**src/rtl/assert_macros.svh**
```systemverilog
// Assertion macros shared by the modular exponentiation RTL.
`ifndef ASSERT_MACROS_SVH
`define ASSERT_MACROS_SVH

// The property must hold at every clock edge outside reset.
`define MEXP_ASSERT(lbl, clk, rst, prop, msg) \
  lbl: assert property (@(posedge clk) disable iff (rst) prop) else $error(msg);

// The condition must never be true at a clock edge outside reset.
`define MEXP_ASSERT_NEVER(lbl, clk, rst, cond, msg) \
  lbl: assert property (@(posedge clk) disable iff (rst) !(cond)) else $error(msg);

`endif

```
**src/rtl/mexp_pkg.sv**
```systemverilog
// Shared constants, types and control structures of the modular exponentiation core.
package mexp_pkg;

  localparam int WIDTH = 32;
  localparam int CNT_W = $clog2(WIDTH);

  typedef logic [WIDTH-1:0] word_t;
  typedef logic [CNT_W-1:0] cnt_t;

  typedef enum logic [1:0] {
    OP_REDUCE,
    OP_SQUARE,
    OP_MULT
  } op_t;

  typedef enum logic [1:0] {
    RES_ACC,
    RES_ONE,
    RES_ZERO
  } res_t;

  typedef struct packed {
    logic load;
    logic start;
    op_t  op;
    logic step;
    logic wb_base;
    logic wb_acc;
    logic shift_exp;
    logic out_load;
    res_t res;
  } cmd_t;

  typedef struct packed {
    logic mod_zero;
    logic exp_zero;
    logic exp_msb;
  } status_t;

endpackage

```
**src/rtl/mexp_if.sv**
```systemverilog
// Valid/ready channel interfaces for operands and results.
interface mexp_in_if;
  import mexp_pkg::*;

  logic  valid;
  logic  ready;
  word_t base;
  word_t exponent;

  modport source (output valid, output base, output exponent, input ready);
  modport sink (input valid, input base, input exponent, output ready);
endinterface

interface mexp_out_if;
  import mexp_pkg::*;

  logic  valid;
  logic  ready;
  word_t power_mod;
  logic  modulus_zero;

  modport source (output valid, output power_mod, output modulus_zero, input ready);
  modport sink (input valid, input power_mod, input modulus_zero, output ready);
endinterface

```
**src/rtl/mexp_datapath.sv**
```systemverilog
// Datapath: modulus register, operand registers and a bit-serial modular multiplier.
module mexp_datapath (
  input  logic             clk,
  input  logic             rst,
  input  logic             cfg_we,
  input  mexp_pkg::word_t  cfg_data,
  input  mexp_pkg::word_t  base,
  input  mexp_pkg::word_t  exponent,
  input  mexp_pkg::cmd_t   cmd,
  output mexp_pkg::status_t status,
  output mexp_pkg::word_t  power_mod,
  output logic             modulus_zero
);
  import mexp_pkg::*;

  word_t modulus;
  word_t base_q;
  word_t exp_q;
  word_t acc;
  word_t base_r;
  word_t a_op;
  word_t mult;
  word_t prod;
  word_t one_r;
  word_t step_val;

  logic [WIDTH+2:0] sum;
  logic [WIDTH+2:0] diff1;
  logic [WIDTH+2:0] diff2;

  assign one_r = (modulus == word_t'(1)) ? '0 : word_t'(1);

  assign status.mod_zero = (modulus == '0);
  assign status.exp_zero = (exp_q == '0);
  assign status.exp_msb  = exp_q[WIDTH-1];

  // One multiplier bit per cycle: 2*prod + bit*a is below three times the modulus.
  always_comb begin
    sum   = {2'b00, prod, 1'b0} + {3'b000, (mult[WIDTH-1] ? a_op : '0)};
    diff1 = sum - {3'b000, modulus};
    diff2 = sum - {2'b00, modulus, 1'b0};
    if (!diff2[WIDTH+2]) begin
      step_val = diff2[WIDTH-1:0];
    end else if (!diff1[WIDTH+2]) begin
      step_val = diff1[WIDTH-1:0];
    end else begin
      step_val = sum[WIDTH-1:0];
    end
  end

  always_ff @(posedge clk) begin
    if (rst) begin
      modulus <= word_t'(1);
    end else if (cfg_we) begin
      modulus <= cfg_data;
    end
  end

  always_ff @(posedge clk) begin
    if (cmd.load) begin
      base_q <= base;
      exp_q  <= exponent;
    end else if (cmd.shift_exp) begin
      exp_q <= exp_q << 1;
    end

    if (cmd.load) begin
      acc <= one_r;
    end else if (cmd.wb_acc) begin
      acc <= step_val;
    end

    if (cmd.wb_base) begin
      base_r <= step_val;
    end

    if (cmd.start) begin
      prod <= '0;
      case (cmd.op)
        OP_REDUCE: begin
          a_op <= one_r;
          mult <= base_q;
        end
        OP_SQUARE: begin
          a_op <= acc;
          mult <= acc;
        end
        OP_MULT: begin
          a_op <= acc;
          mult <= base_r;
        end
        default: begin
          a_op <= acc;
          mult <= acc;
        end
      endcase
    end else if (cmd.step) begin
      prod <= step_val;
      mult <= mult << 1;
    end

    if (cmd.out_load) begin
      case (cmd.res)
        RES_ACC: begin
          power_mod    <= acc;
          modulus_zero <= 1'b0;
        end
        RES_ONE: begin
          power_mod    <= word_t'(1);
          modulus_zero <= 1'b0;
        end
        RES_ZERO: begin
          power_mod    <= '0;
          modulus_zero <= 1'b1;
        end
        default: begin
          power_mod    <= acc;
          modulus_zero <= 1'b0;
        end
      endcase
    end
  end

endmodule

```
**src/rtl/mexp_controller.sv**
```systemverilog
// Controller: sequences the reduction, squarings and multiplications per exponent bit.
module mexp_controller (
  input  logic              clk,
  input  logic              rst,
  input  logic              in_valid,
  output logic              in_ready,
  output logic              out_valid,
  input  logic              out_ready,
  input  mexp_pkg::status_t status,
  output mexp_pkg::cmd_t    cmd
);
  import mexp_pkg::*;

  typedef enum logic [2:0] {
    ST_IDLE,
    ST_CHECK,
    ST_RUN,
    ST_NEXT,
    ST_FINISH
  } state_t;

  state_t state, state_next;
  op_t    run_op, run_op_next;
  cnt_t   step_cnt, step_cnt_next;
  cnt_t   bit_cnt, bit_cnt_next;
  res_t   res_sel, res_sel_next;
  logic   out_valid_next;

  assign in_ready = (state == ST_IDLE);

  always_comb begin
    cmd           = '0;
    state_next    = state;
    run_op_next   = run_op;
    step_cnt_next = step_cnt;
    bit_cnt_next  = bit_cnt;
    res_sel_next  = res_sel;
    case (state)
      ST_IDLE: begin
        if (in_valid) begin
          cmd.load   = 1'b1;
          state_next = ST_CHECK;
        end
      end
      ST_CHECK: begin
        if (status.mod_zero) begin
          res_sel_next = RES_ZERO;
          state_next   = ST_FINISH;
        end else if (status.exp_zero) begin
          res_sel_next = RES_ONE;
          state_next   = ST_FINISH;
        end else begin
          cmd.start     = 1'b1;
          cmd.op        = OP_REDUCE;
          run_op_next   = OP_REDUCE;
          step_cnt_next = '0;
          bit_cnt_next  = '0;
          res_sel_next  = RES_ACC;
          state_next    = ST_RUN;
        end
      end
      ST_RUN: begin
        cmd.step = 1'b1;
        if (step_cnt == cnt_t'(WIDTH-1)) begin
          cmd.wb_base = (run_op == OP_REDUCE);
          cmd.wb_acc  = (run_op != OP_REDUCE);
          state_next  = ST_NEXT;
        end else begin
          step_cnt_next = step_cnt + cnt_t'(1);
        end
      end
      ST_NEXT: begin
        step_cnt_next = '0;
        if (run_op == OP_REDUCE) begin
          cmd.start   = 1'b1;
          cmd.op      = OP_SQUARE;
          run_op_next = OP_SQUARE;
          state_next  = ST_RUN;
        end else if (run_op == OP_SQUARE && status.exp_msb) begin
          cmd.start   = 1'b1;
          cmd.op      = OP_MULT;
          run_op_next = OP_MULT;
          state_next  = ST_RUN;
        end else begin
          cmd.shift_exp = 1'b1;
          if (bit_cnt == cnt_t'(WIDTH-1)) begin
            state_next = ST_FINISH;
          end else begin
            bit_cnt_next = bit_cnt + cnt_t'(1);
            cmd.start    = 1'b1;
            cmd.op       = OP_SQUARE;
            run_op_next  = OP_SQUARE;
            state_next   = ST_RUN;
          end
        end
      end
      ST_FINISH: begin
        if (!out_valid || out_ready) begin
          cmd.out_load = 1'b1;
          cmd.res      = res_sel;
          state_next   = ST_IDLE;
        end
      end
      default: begin
        state_next = ST_IDLE;
      end
    endcase

    if (cmd.out_load) begin
      out_valid_next = 1'b1;
    end else if (out_ready) begin
      out_valid_next = 1'b0;
    end else begin
      out_valid_next = out_valid;
    end
  end

  always_ff @(posedge clk) begin
    if (rst) begin
      state     <= ST_IDLE;
      run_op    <= OP_REDUCE;
      step_cnt  <= '0;
      bit_cnt   <= '0;
      res_sel   <= RES_ACC;
      out_valid <= 1'b0;
    end else begin
      state     <= state_next;
      run_op    <= run_op_next;
      step_cnt  <= step_cnt_next;
      bit_cnt   <= bit_cnt_next;
      res_sel   <= res_sel_next;
      out_valid <= out_valid_next;
    end
  end

endmodule

```
**src/rtl/modular_exponentiation_core.sv**
```systemverilog
// Top level of the modular exponentiation core.
// Computes base to the power exponent modulo the configured modulus by scanning the exponent
// from its most significant bit, squaring at every bit and multiplying by the reduced base
// at every one bit. All products go through one shared modular multiplier that handles one
// multiplier bit per cycle. A zero modulus or a zero exponent goes from the operand check
// straight to the finish state. The modulus is written through cfg_we and cfg_data and
// resets to 1. A result stays in an output register until its transfer, and the next
// operands are taken meanwhile.
`include "assert_macros.svh"

module modular_exponentiation_core (
  input  logic            clk,
  input  logic            rst,
  input  logic            cfg_we,
  input  mexp_pkg::word_t cfg_data,
  mexp_in_if.sink         operands,
  mexp_out_if.source      result
);
  import mexp_pkg::*;

  cmd_t    cmd;
  status_t status;

  mexp_controller u_controller (
    .clk       (clk),
    .rst       (rst),
    .in_valid  (operands.valid),
    .in_ready  (operands.ready),
    .out_valid (result.valid),
    .out_ready (result.ready),
    .status    (status),
    .cmd       (cmd)
  );

  mexp_datapath u_datapath (
    .clk          (clk),
    .rst          (rst),
    .cfg_we       (cfg_we),
    .cfg_data     (cfg_data),
    .base         (operands.base),
    .exponent     (operands.exponent),
    .cmd          (cmd),
    .status       (status),
    .power_mod    (result.power_mod),
    .modulus_zero (result.modulus_zero)
  );

  `MEXP_ASSERT(a_busy_after_accept, clk, rst, operands.valid && operands.ready |=> !operands.ready, "Operands taken while busy")
  `MEXP_ASSERT(a_zero_mod_result, clk, rst, result.valid && result.modulus_zero |-> result.power_mod == '0, "Zero modulus result not zero")
  `MEXP_ASSERT_NEVER(a_no_overwrite, clk, rst, cmd.out_load && result.valid && !result.ready, "Pending result overwritten")
  `MEXP_ASSERT_NEVER(a_step_and_start, clk, rst, cmd.step && (cmd.start || cmd.load), "Multiplier stepped while loading")

endmodule

```
**src/flat_wrapper.sv**
```systemverilog
// flat-port wrapper written by rule: the top's interface ports become plain ports
module modular_exponentiation_core_flat import mexp_pkg::*;
  (clk, rst, cfg_we, cfg_data, operands_valid, operands_base, operands_exponent, operands_ready, result_valid, result_power_mod, result_modulus_zero, result_ready);
  mexp_in_if operands_i ();
  mexp_out_if result_i ();
  input  logic clk;
  input  logic rst;
  input  logic cfg_we;
  input  mexp_pkg::word_t cfg_data;
  input wire logic [$bits(operands_i.valid)-1:0] operands_valid;
  input wire logic [$bits(operands_i.base)-1:0] operands_base;
  input wire logic [$bits(operands_i.exponent)-1:0] operands_exponent;
  output wire logic [$bits(operands_i.ready)-1:0] operands_ready;
  output wire logic [$bits(result_i.valid)-1:0] result_valid;
  output wire logic [$bits(result_i.power_mod)-1:0] result_power_mod;
  output wire logic [$bits(result_i.modulus_zero)-1:0] result_modulus_zero;
  input wire logic [$bits(result_i.ready)-1:0] result_ready;
  assign operands_i.valid = operands_valid;
  assign operands_i.base = operands_base;
  assign operands_i.exponent = operands_exponent;
  assign operands_ready = operands_i.ready;
  assign result_valid = result_i.valid;
  assign result_power_mod = result_i.power_mod;
  assign result_modulus_zero = result_i.modulus_zero;
  assign result_i.ready = result_ready;
  modular_exponentiation_core u_core (.clk(clk), .rst(rst), .cfg_we(cfg_we), .cfg_data(cfg_data), .operands(operands_i), .result(result_i));
endmodule
```
**config.mk**
```make
export PLATFORM = sky130hd
export DESIGN_NAME = modular_exponentiation_core_flat
export DESIGN_NICKNAME = d
export VERILOG_FILES = /design/src/rtl/mexp_pkg.sv /design/src/rtl/mexp_if.sv /design/src/rtl/mexp_datapath.sv /design/src/rtl/mexp_controller.sv /design/src/rtl/modular_exponentiation_core.sv /design/src/flat_wrapper.sv
export VERILOG_INCLUDE_DIRS = /design/src /design/src/rtl
export SDC_FILE = /design/constraint.sdc
export NUM_CORES = 1
export LEC_CHECK = 0
export BUFFER_PORTS_ARGS = -buffer_cell sky130_fd_sc_hd__buf_2
export CORE_AREA = 2 2 213 215
export CTS_CLUSTER_SIZE = 25
export DETAILED_ROUTE_END_ITERATION = 7
export DIE_AREA = 0 0 215 217
export GPL_TIMING_DRIVEN = 0
export PLACE_DENSITY_LB_ADDON = 0.08
export SYNTH_ARGS = -nofsm -noshare
export SYNTH_HDL_FRONTEND = slang
export SYNTH_SLANG_ARGS = --single-unit
export TNS_END_PERCENT = 10
```
**constraint.sdc**
```tcl
create_clock -name clk -period 11.15 [get_ports clk]
set_input_delay 3.345 -clock clk [delete_from_list [all_inputs] [get_ports clk]]
set_output_delay 3.345 -clock clk [all_outputs]
set_load 0.01 [all_outputs]
```
## Word-level counts from Yosys, hierarchy flattened

Index checks and enable logic that the tools add are counted.

| word-level totals | value |
|---|---|
| register bits after elaboration | 307 |
| latch bits | 0 |
| bits in writable memories | 0 |
| memory bits (read-only) | 0 |
| input bits | 101 |
| output and inout port bits | 35 |
| logic and storage cells | 117 |
| memories | 0 |

| operators by class | value |
|---|---|
| $add $sub $neg | 5 |
| multiply operators | 0 |
| div/mod/pow operators | 0 |
| order comparisons | 0 |
| eq/ne operators | 21 |
| shifts and indexed selects | 0 |
| multiplexer cells | 56 |
| bitwise operators | 0 |
| reductions and logical operators | 19 |

Operators with widths:

| kind | count |
|---|---|
| 32-bit two-way mux | 10 |
| 32-bit case mux with 2 select lines | 2 |
| 32-bit logical NOT | 2 |
| 3-bit two-way mux | 16 |
| 34-bit by 32-bit subtractor with 35-bit output | 1 |
| 34-bit by 33-bit subtractor with 35-bit output | 1 |
| 33-bit by 32-bit adder with 34-bit output | 1 |
| 32-bit by 1-bit equality test with 1-bit output, second input constant | 1 |
| 5-bit two-way mux | 6 |
| 2-bit inequality test, second input constant | 9 |
| 3-bit case mux with 5 select lines | 1 |
| 5-bit case mux with 3 select lines | 1 |
| 2-bit two-way mux | 7 |
| 2-bit nonzero test | 6 |
| 5-bit by 1-bit adder with 5-bit output, second input constant | 2 |
| 5-bit equality test, second input constant | 2 |
| 1-bit two-way mux | 10 |
| 5-bit case mux with 2 select lines | 1 |
| 4-bit AND reduction | 2 |
| 3-bit by 2-bit equality test with 1-bit output, second input constant | 2 |
| 3-bit case mux with 2 select lines | 1 |
| 6-bit AND reduction | 1 |
| 2-bit by 1-bit equality test with 1-bit output, second input constant | 2 |
| 2-bit equality test, second input constant | 2 |
| other kinds (11) | 12 |

## Longest topological paths before layout

| logic depth | value |
|---|---|
| depth in word-level cells | 8 |
| depth in mapped cells | 24 |

## Hierarchy

Synthesis repeated with hierarchy kept, for this count alone.

| second synthesis, totals | value |
|---|---|
| cells, all modules | 1,874 |
| area total of the unflattened synthesis | 18,894.4 um^2 |

Modules (own cells, without submodules):

| module | times used | cells an instance | area each (um^2) | sequential area each (um^2) |
|---|---|---|---|---|
| mexp_datapath | 1 | 1,745 | 17,878.4 | 8,037.7 |
| mexp_controller | 1 | 129 | 1,016.0 | 360.3 |

## Worst setup path after synthesis

Ideal clock, no wire load.

| path | value |
|---|---|
| path type | input -> register |
| from | in operands_valid |
| to | reg u_core.u_datapath.acc[0], enable pin |
| arrival time | 5,008 ps |
| data required time | 10,492 ps |
| setup slack | 5,484 ps |
| stages | 4 |
| buffers on the path | 2 |
| path through | nand2_1 clkbuf_1 clkbuf_1 o21ai_0 |

| on the way | value |
|---|---|
| longest elaborated chain between the ends | 3 |

RTL lines:

| what | line | RTL |
|---|---|---|
| start, declared | flat_wrapper.sv:10 | `input wire logic [$bits(operands_i.valid)-1:0] operands_valid;` |
| 1-bit two-way mux | mexp_controller.sv:40 | `if (in_valid) begin` |
| 1-bit two-way mux | mexp_controller.sv:38 | `case (state)` |
| 2-bit nonzero test (no source line) | -- |  |
| end signal, assigned | mexp_datapath.sv:68 | `acc <= one_r;` |
| end signal, assigned | mexp_datapath.sv:70 | `acc <= step_val;` |
| end, declared | mexp_datapath.sv:19 | `word_t acc;` |

Every way passes these cells.
A chain may end at the register's enable or synchronous reset.

## Worst setup path in the final report

| path | value |
|---|---|
| from | reg u_core.u_datapath.mult[31] |
| to | reg u_core.u_datapath.acc[17], data pin |

| on the way | value |
|---|---|
| longest elaborated chain between the ends | 7 |

RTL lines:

| what | line | RTL |
|---|---|---|
| start, declared | mexp_datapath.sv:22 | `word_t mult;` |
| start signal, assigned | mexp_datapath.sv:82 | `mult <= base_q;` |
| start signal, assigned | mexp_datapath.sv:90 | `mult <= base_r;` |
| start signal, assigned | mexp_datapath.sv:99 | `mult <= mult << 1;` |
| 32-bit two-way mux (*) | mexp_datapath.sv:39 | `sum = {2'b00, prod, 1'b0} + {3'b000, (mult[WIDTH-1] ? a_op : '0)};` |
| 33-bit by 32-bit adder with 34-bit output (*) | mexp_datapath.sv:39 |  |
| 34-bit by 32-bit subtractor with 35-bit output | mexp_datapath.sv:40 | `diff1 = sum - {3'b000, modulus};` |
| 32-bit two-way mux | mexp_datapath.sv:44 | `end else if (!diff1[WIDTH+2]) begin` |
| 32-bit two-way mux (*) | mexp_datapath.sv:42 | `if (!diff2[WIDTH+2]) begin` |
| 32-bit two-way mux (*) | mexp_datapath.sv:69 | `end else if (cmd.wb_acc) begin` |
| 32-bit two-way mux (*) | mexp_datapath.sv:67 | `if (cmd.load) begin` |

Mark *: on every way between the ends. The rest lies on a longest branch, timed or not. The select of a mux whose other input is x is not followed.

==> impl_metrics.tcl <==
set metrics [dict create \
    outcome "finished clean" \
    arrival_ps 7320 \
    num_vias 13800 \
    slowest_stage "mux2i_1" \
    root_buffer "clkbuf_16" \
    clockBufferDepth 3 \
    clk_pin_slew_ps 60 \
    critPathCaptureType "flip-flop" \
    ctsResizeCount 0 \
    most-common-layout-cells "225 x edfxtp_1, 161 x nand2_1, 159 x nor2_1, 137 x buf_2, 130 x a21oi_1" \
    multi_input_area_um2 8630 \
    synthXorXnorAreaFrac_pct 4.18 \
    yosys-mux-area-fraction_pct 5.23 \
    yosys.area_share.simple_pct 16.3 \
    cp_common_cell "a21oi_1" \
    ios 136 \
    skew_ps 10.4 \
    cts_buffers 37 \
    via_per_inst 5.37 \
    syn-num-nets 1967 \
    start_kind "flip-flop" \
    nets 2143 \
    die_area_um2 46700 \
    finalCriticalPeriod_ps 7050 \
    synth_cell_types 84 \
    hpwl_um 40100 \
    tns_ps 0 \
    synth_area_um2 17600 \
    fin_ws_ps 4100 \
    syn2layout_area_growth_pct 15.5 \
    initial_core_util_pct 39.4 \
    regArea_um2 8400 \
    p_leak_nw 8.38 \
    fmax_ghz 0.142 \
    finalCritPeriodShare_pct 63.3 \
    criticalPathCategory "flip-flop to flip-flop" \
    grt-ovfl-total 0 \
    crit_required_ps 11420 \
    hold_buffers 0 \
    r2r_cells 22 \
    wl_um 50900 \
    synth_top_family_by_area "simple AND/OR/NAND/NOR gates" \
    htreeDepth 2 \
    synth_cells 1762 \
    grt_max_degree 42 \
    drv_cap 0 \
    worstReg2RegEnd "u_core.u_datapath.acc[17]" \
    clk-insertion-delay-late_ps 550 \
    first_global_vias 13600 \
    drt-initial-drc-count 916 \
    ant_nets 0 \
    finalMaxSlewViolations 0 \
    peakVddDrop_mv 0.192 \
    wl_per_cell_um 19.8 \
    io_buffers 133 \
    slowest_delay_ps 670 \
    hold_viol_final 0 \
    synth_edf_count 225 \
    drt_first_pass_iters 6 \
    place_ws_ps 4160 \
    holdCritPathClass "flip-flop to flip-flop" \
    p_per_area_nw_per_um2 346 \
    finalSetupViolations 0 \
    critPathLaunch "u_core.u_datapath.mult[31]" \
    ys_seq_area_share_pct 47.7 \
    cp_cell_sequence "clkbuf_1 > and2_1 > fa_1 > a21oi_1 > a2bb2oi_1 > a211oi_1 > a2111o_1 > a41oi_2 > o31ai_1 > a21oi_1 > xnor2_1 > ha_1 > a21o_1 > a21o_1 > a21oi_1 > o22ai_1 > o21a_1 > nor2_1 > buf_2 > buf_2 > mux2i_1 > nor2_1" \
    async_flop_share_pct 0 \
    cts_tree "done" \
    synth_compound_area_share_pct 15.6 \
    layout_commonest_cell "edfxtp_1" \
    ys_ff_latch 307 \
    drive_gt1_share_pct 11.9 \
    critPathTopFamily "compound AO/OA/AOI/OAI gates" \
    track_usage_pct 21.7 \
    dieHeight_um 217 \
    grt_antenna_before_repair 0 \
    slew_headroom_pct 34.1 \
    avgSynthCellArea_um2 10.0 \
    rsz0062_at_grt "false" \
    gp_congestion 0.888 \
    fillers 4377 \
    grt_pass1_wl_um 78000 \
    worstMarginPinSlew_ps 988 \
    ff2ff_setup_slack_ps 4100 \
    yosysWarnings 0 \
    holdPathStages 2 \
    ys.flop_type "edfxtp_1" \
    hold_end "u_core.u_datapath.prod[24]" \
    post_cts_buffers 0 \
    coreArea_um2 44700 \
    rows 78 \
    min-delay-start "u_core.u_datapath.prod[24]" \
    synthAdderAreaFrac_pct 7.51 \
    path_buf_inv 3 \
    die_w_um 215 \
    worstPathMaxFanout 10 \
    drc 0 \
    cts.sinks 307 \
    reg2reg_from "u_core.u_datapath.mult[31]" \
]
through the flow:
stage / instances / power [mW] / area, um2 / utilization (%) / hold WS, ps
2_1_floorplan: 1762 / 4.60 / 17600 / - / 434
3_3_place_gp: 2495 / 5.84 / 19000 / 42.6 / 444
3_5_place_dp: 2499 / 5.87 / 19100 / 42.8 / 449
4_1_cts: 2567 / 7.11 / 20300 / 45.5 / 457
5_1_grt: 2567 / 7.55 / 20300 / 45.5 / 480
6_report: 2568 / 7.04 / 20300 / 45.5 / 456
worst max-delay path by stage:
stage                                     end  slack (ps)  depth (start not counted)
floorplan            u_core.u_datapath.acc[0]        5480                          4
global placement    u_core.u_datapath.acc[13]        3790                          5
detailed placement  u_core.u_datapath.acc[17]        4160                         22
CTS                 u_core.u_datapath.acc[17]        4130                         22
global route        u_core.u_datapath.acc[17]        3660                         23
finish              u_core.u_datapath.acc[17]        4100                         22
worst reg2reg max path, cell delays in order (launching register included):
cell and delay (ps):
edfxtp_1 460, clkbuf_1 220, and2_1 220, fa_1 440
a21oi_1 200, a2bb2oi_1 450, a211oi_1 260, a2111o_1 510
a41oi_2 320, o31ai_1 110, a21oi_1 200, xnor2_1 270
ha_1 380, a21o_1 190, a21o_1 190, a21oi_1 280
o22ai_1 170, o21a_1 230, nor2_1 120, buf_2 330
buf_2 440, mux2i_1 670, nor2_1 120
Yosys cell counts (all sizes together), types with 61 or more instances:
library cell	count	area share, %
nor2	159	3.4
edfxtp	225	38
nand2	162	3.5
mux2i	64	3.6
ha	101	7.2
o21ai	97	2.8
inv	84	1.8
a21oi	130	3.7
and2	79	2.8
dfxtp	82	9.3
xnor2	61	3.0
clkbuf	61	1.3
state kept, by name (all words and copies together) (netlist names):
register,count
u_core.u_controller.bit_cnt,5
u_core.u_datapath.acc,32
u_core.u_datapath.base_r,32
u_core.u_controller.step_cnt,5
u_core.u_controller.out_valid,1
u_core.u_datapath.a_op,32
u_core.u_controller.run_op,2
u_core.u_datapath.prod,32
u_core.u_datapath.exp_q,32
u_core.u_controller.res_sel,2
u_core.u_datapath.modulus_zero,1
u_core.u_datapath.power_mod,32
u_core.u_datapath.base_q,32
u_core.u_datapath.modulus,32
u_core.u_controller.state,3
u_core.u_datapath.mult,32
area by class of cell:
class,count,area share [%]
Buffer,71,1.43
Timing Repair Buffer,137,3.60
Multi-Input combinational cell,1299,42.4
Tap cell,600,3.69
Sequential cell,307,41.3
Clock inverter,21,0.984
Antenna cell,1,0.0123
Clock buffer,47,4.99
Inverter,85,1.57
where the power goes:
group	internal [mW]	total, mW	switching, mW
Combinational	1.58	4.11	2.53
Sequential	1.61	1.73	0.118
Clock	0.716	1.21	0.490
cells by family (layout without fill, tap and decap cells):
kind of cell	Yosys count	in the layout
adder cells (fa/ha/maj)	104	104
AND/OR/NAND/NOR	598	598
multiplexers	89	89
flip-flops	307	307
XOR/XNOR	84	84
buffers and inverters	156	361
AO/OA/AOI/OAI	424	424
other	0	1
metal layers:
| metal | GRT usage [%] | routed length, um |
|---|---|---|
| met1 | 29.0 | 23300 |
| met2 | 36.6 | 24100 |
| met3 | 3.07 | 2000 |
| met4 | 6.90 | 1480 |
| met5 | 0 | 0 |
Power figures use the tool's default switching activity.
